**config.mk**
```make
export PLATFORM = sky130hd
export DESIGN_NAME = sbmg_mul
export DESIGN_NICKNAME = d
export VERILOG_FILES = /design/src/rtl/assert_macros.svh /design/src/rtl/sbmg_pkg.sv /design/src/rtl/sbmg_mul.sv
export SDC_FILE = /design/constraint.sdc
export NUM_CORES = 2
export LEC_CHECK = 0
export BUFFER_PORTS_ARGS = -buffer_cell sky130_fd_sc_hd__buf_4
export CAP_MARGIN = 20
export CORE_MARGIN = 2
export CORE_UTILIZATION = 40
export CTS_CLUSTER_DIAMETER = 150
export DETAILED_ROUTE_END_ITERATION = 7
export GPL_TIMING_DRIVEN = 1
export SLEW_MARGIN = 20
export SYNTH_ARGS = -nofsm -noshare
export SYNTH_HDL_FRONTEND = slang
export SYNTH_SLANG_ARGS = --single-unit
```
**constraint.sdc**
```tcl
create_clock -name clk_i -period 13.5 [get_ports clk_i]
set_input_delay 4.05 -clock clk_i [delete_from_list [all_inputs] [get_ports clk_i]]
set_output_delay 4.05 -clock clk_i [all_outputs]
set_load 0.05 [all_outputs]
```
**src/rtl/assert_macros.svh**
```systemverilog
// ----------------------------------------------------------------------------
// Assertion macros
// Shared concurrent assertion forms, clocked on clk_i, off during reset.
// ----------------------------------------------------------------------------
`ifndef ASSERT_MACROS_SVH
`define ASSERT_MACROS_SVH

// same-cycle implication
`define ASSERT_IMP(lbl, ante, cons) \
  lbl: assert property (@(posedge clk_i) disable iff (!rst_ni) (ante) |-> (cons)) \
    else $error("assertion failed");

// next-cycle implication
`define ASSERT_NXT(lbl, ante, cons) \
  lbl: assert property (@(posedge clk_i) disable iff (!rst_ni) (ante) |=> (cons)) \
    else $error("assertion failed");

`endif

```
**src/rtl/sbmg_pkg.sv**
```systemverilog
// ----------------------------------------------------------------------------
// sbmg_pkg
// Codes, constants, shared types and the sigmoid table of the gradient block.
// ----------------------------------------------------------------------------
`timescale 1ns / 1ps
`default_nettype none

package sbmg_pkg;

  // input word function codes
  localparam logic [1:0] FUNC_SCORE   = 2'd0;
  localparam logic [1:0] FUNC_WEIGHT  = 2'd1;
  localparam logic [1:0] FUNC_EDGE    = 2'd2;
  localparam logic [1:0] FUNC_COMPUTE = 2'd3;

  // configuration register indexes
  localparam logic CFG_NODE_COUNT    = 1'b0;
  localparam logic CFG_CLUSTER_COUNT = 1'b1;

  localparam logic [16:0] ONE_Q16 = 17'd65536;
  localparam logic [15:0] W_ONE   = 16'd32768;

  // operands of the shared multiplier
  typedef struct packed {
    logic signed [31:0] op_a;
    logic signed [17:0] op_b;
  } mul_req_t;

  // sigmoid at steps of 0.5 from 0, Q1.16; saturates to one
  function automatic logic [16:0] sig_tbl(input logic [5:0] idx);
    logic [16:0] v;
    case (idx)
      6'd0:    v = 17'd32768;
      6'd1:    v = 17'd40793;
      6'd2:    v = 17'd47911;
      6'd3:    v = 17'd53581;
      6'd4:    v = 17'd57724;
      6'd5:    v = 17'd60565;
      6'd6:    v = 17'd62428;
      6'd7:    v = 17'd63615;
      6'd8:    v = 17'd64357;
      6'd9:    v = 17'd64816;
      6'd10:   v = 17'd65097;
      6'd11:   v = 17'd65269;
      6'd12:   v = 17'd65374;
      6'd13:   v = 17'd65438;
      6'd14:   v = 17'd65476;
      6'd15:   v = 17'd65500;
      6'd16:   v = 17'd65514;
      6'd17:   v = 17'd65523;
      6'd18:   v = 17'd65528;
      6'd19:   v = 17'd65531;
      6'd20:   v = 17'd65533;
      6'd21:   v = 17'd65534;
      6'd22:   v = 17'd65535;
      6'd23:   v = 17'd65535;
      default: v = 17'd65536;
    endcase
    return v;
  endfunction

endpackage

`default_nettype wire

```
**src/rtl/sbmg_mul.sv**
```systemverilog
// ----------------------------------------------------------------------------
// sbmg_mul
// Shared signed multiplier with a registered product.
// ----------------------------------------------------------------------------
`timescale 1ns / 1ps
`default_nettype none

module sbmg_mul (
  input  logic                clk_i,
  input  sbmg_pkg::mul_req_t  req_i,
  output logic signed [49:0]  prod_o
);
  import sbmg_pkg::*;

  logic signed [49:0] prod_q;

  // product is registered and lands in the cycle after the operands
  always_ff @(posedge clk_i) begin
    prod_q <= 50'(req_i.op_a * req_i.op_b);
  end

  assign prod_o = prod_q;

endmodule

`default_nettype wire

```
==> flow_summary.ini <==
[layout]
drive_above_1_share_pct = 5.078
instances_no_fill = 2986
nFillCells = 5117
fin_nets = 3028
syn2layout_area_growth_pct = 6.541
mostFrequentLayoutCell = inv_1
postLayoutCellArea_um2 = 22210
largest_register_ff_count = 50
final_cell_mix = inv_1 (619), fa_1 (553), nand2_1 (344)

[critical_path]
cpPeakStageDelay_ns = 0.74
cp_common_cell = fa_1
crit_family = adder cells
critPathBufInv = 4
critPathMaxFanout = 27
cpMaxStageDelayCell = clkinv_1
cp-end-kind = register
path_class = input port to register
worstSetupStartpointType = input port
crit_required_ns = 13.70
critPathArrivalTime_ns = 11.00
cp_cell_sequence = buf_4, clkinv_1, nor2_1, fa_1, fa_1, fa_1, fa_1, fa_1, inv_1, fa_1, inv_1, ha_1, a211oi_1, nand2_1, nor3b_1, a21oi_1, a21oi_1, o21ai_1, a2111oi_0, nor3_1
timing.critical_path.from = req_i[17]

[place]
globalplace.congestion = 0.9254
port_buffers = 100
place_area_um2 = 22050
place_inst = 2976
hpwl_mm = 43.71

[status]
status = complete, no violations

[yosys]
synth_nets = 3028
synth_edf_count = 0
synth_area_leader_cell = fa_1
yosys_warnings = 0
synthArstFlopShare_pct = 0
synth_top_area_share_pct = 53.10
syn_inst = 2303
synth_seq_cells = 50
syn_area_um2 = 20850
syn_area_per_cell_um2 = 9.053
ys_seq_area_share_pct = 4.801
synth_cell_types = 52
synth-main-ff-cell = dfxtp_1
synthTopCellsByArea = fa_1 (53%), inv_1 (11%), ha_1 (7.3%), and2_1 (6.9%), nand2_1 (6.2%)

[cts]
cts_max_path_buffers = 2
tritoncts = built
cts_resized = 0
hold_buffers = 0
clkSinkCount = 50
cts-root-buf = clkbuf_16
htreeDepth = 2
cts_made_buffers = 5
clk_pin_slew_worst_paths_ns = 0.08
post_cts_buffers = 0

[timing]
period_needed_ns = 10.80
fin_crit_sh_pct = 80.00
setup-tns-final_ns = 0
finalHoldViolCount = 0
hold_slack_ns = 4.127
tightest_slew_ns = 1.006
finalMaxSlewViolations = 0
relSlewSlack_pct = 32.51
rsz0062_at_grt = false
setup_violations = 0
timing.fmax_ghz = 0.09259

[die]
chipWidth_um = 232.3
die_y_um = 232.3
die_area_um2 = 53970
rows = 83
core-area_um2 = 51410
io_pins = 101
start_util_pct = 40.56

[global_routing]
grt_pass1_vias = 16485
grt_pass1_wl_mm = 89.65
grt_max_degree = 33
track_usage_pct = 21.62
overflow = 0
grt_antenna_before_repair = 1

[routing]
vias = 14684
ant_nets = 0
via_per_inst = 4.918
firstDrtPassIters = 7
drt_iter0_markers = 658
wl_per_cell_um = 17.92
drc = 0
routed_wl_mm = 53.51

[flow_run]
cap_violations = 0

[min_path]
min_path_type = input port to register
whs_endpoint = prod_o[0]$_DFF_P_
holdPathStages = 2
hp-start = req_i[18]
[worst max path at each step]
stage                              end  slack, ns  depth (start not counted)
global route        prod_o[31]$_DFF_P_       2.17                         20
finish              prod_o[31]$_DFF_P_       2.70                         20
global placement    prod_o[31]$_DFF_P_       2.45                         20
floorplan           prod_o[42]$_DFF_P_       3.68                         24
detailed placement  prod_o[31]$_DFF_P_       2.42                         20
CTS                 prod_o[31]$_DFF_P_       2.78                         20
[layer usage]
metal	share of wire [%]	GRT usage [%]	up-vias	wire length [µm]
li1	-	-	6571	-
met1	42	28.06	7731	22540
met2	51	37.70	322	27160
met3	4.9	3.278	58	2641
met4	2.2	5.509	2	1155
met5	0.021	0	-	11
[stage by stage]
stage | util (%) | setup WS [ns]
6_report | 43.21 | 2.700
5_1_grt | 43.20 | 2.169
4_1_cts | 43.20 | 2.783
3_5_place_dp | 42.89 | 2.423
3_3_place_gp | 42.89 | 2.446
2_1_floorplan | - | 3.683
[cell type report]
class                   count  area (µm²)  area share [%]
repair buffers            100       750.7           3.380
clock buffers               7       152.6          0.6872
multi-input cells        1526       17120           77.06
clock inverters             1       8.758         0.03943
inverters                 620        2327           10.48
well taps                 680       850.8           3.830
flip-flops and latches     50        1001           4.506
diodes                      2       5.005         0.02253
[cells by family after synthesis]
kind of cell | share of synthesized area [%]
xor+xnor | 2.016
compound gates | 4.357
buf+inv | 13.10
fa+ha+maj | 60.36
simple gates | 15.37
flops | 4.801
[synthesized netlist by cell type (2+ instances only)]
cell type	count
xor2_1	15
buf_2	2
o21ai_1	5
o211ai_1	4
ha_1	121
inv_1	619
clkbuf_1	102
nor3b_1	3
nor2_1	38
nor2b_1	3
nand2_1	344
fa_1	553
o21bai_1	8
o21ai_2	2
a31oi_1	5
a21boi_0	3
a31o_2	2
a21o_1	22
nand3_1	13
nand4_1	7
nor3_1	8
xnor2_1	33
nand2b_1	8
a2111oi_0	2
o21a_1	2
and2_1	231
a211oi_1	4
dfxtp_1	50
o21ai_0	17
buf_1	3
and3_1	4
a21oi_1	48
a211o_1	3
Power is not shown: default switching activity piles up to over one toggle a cycle in this logic, so the estimate is an artifact.
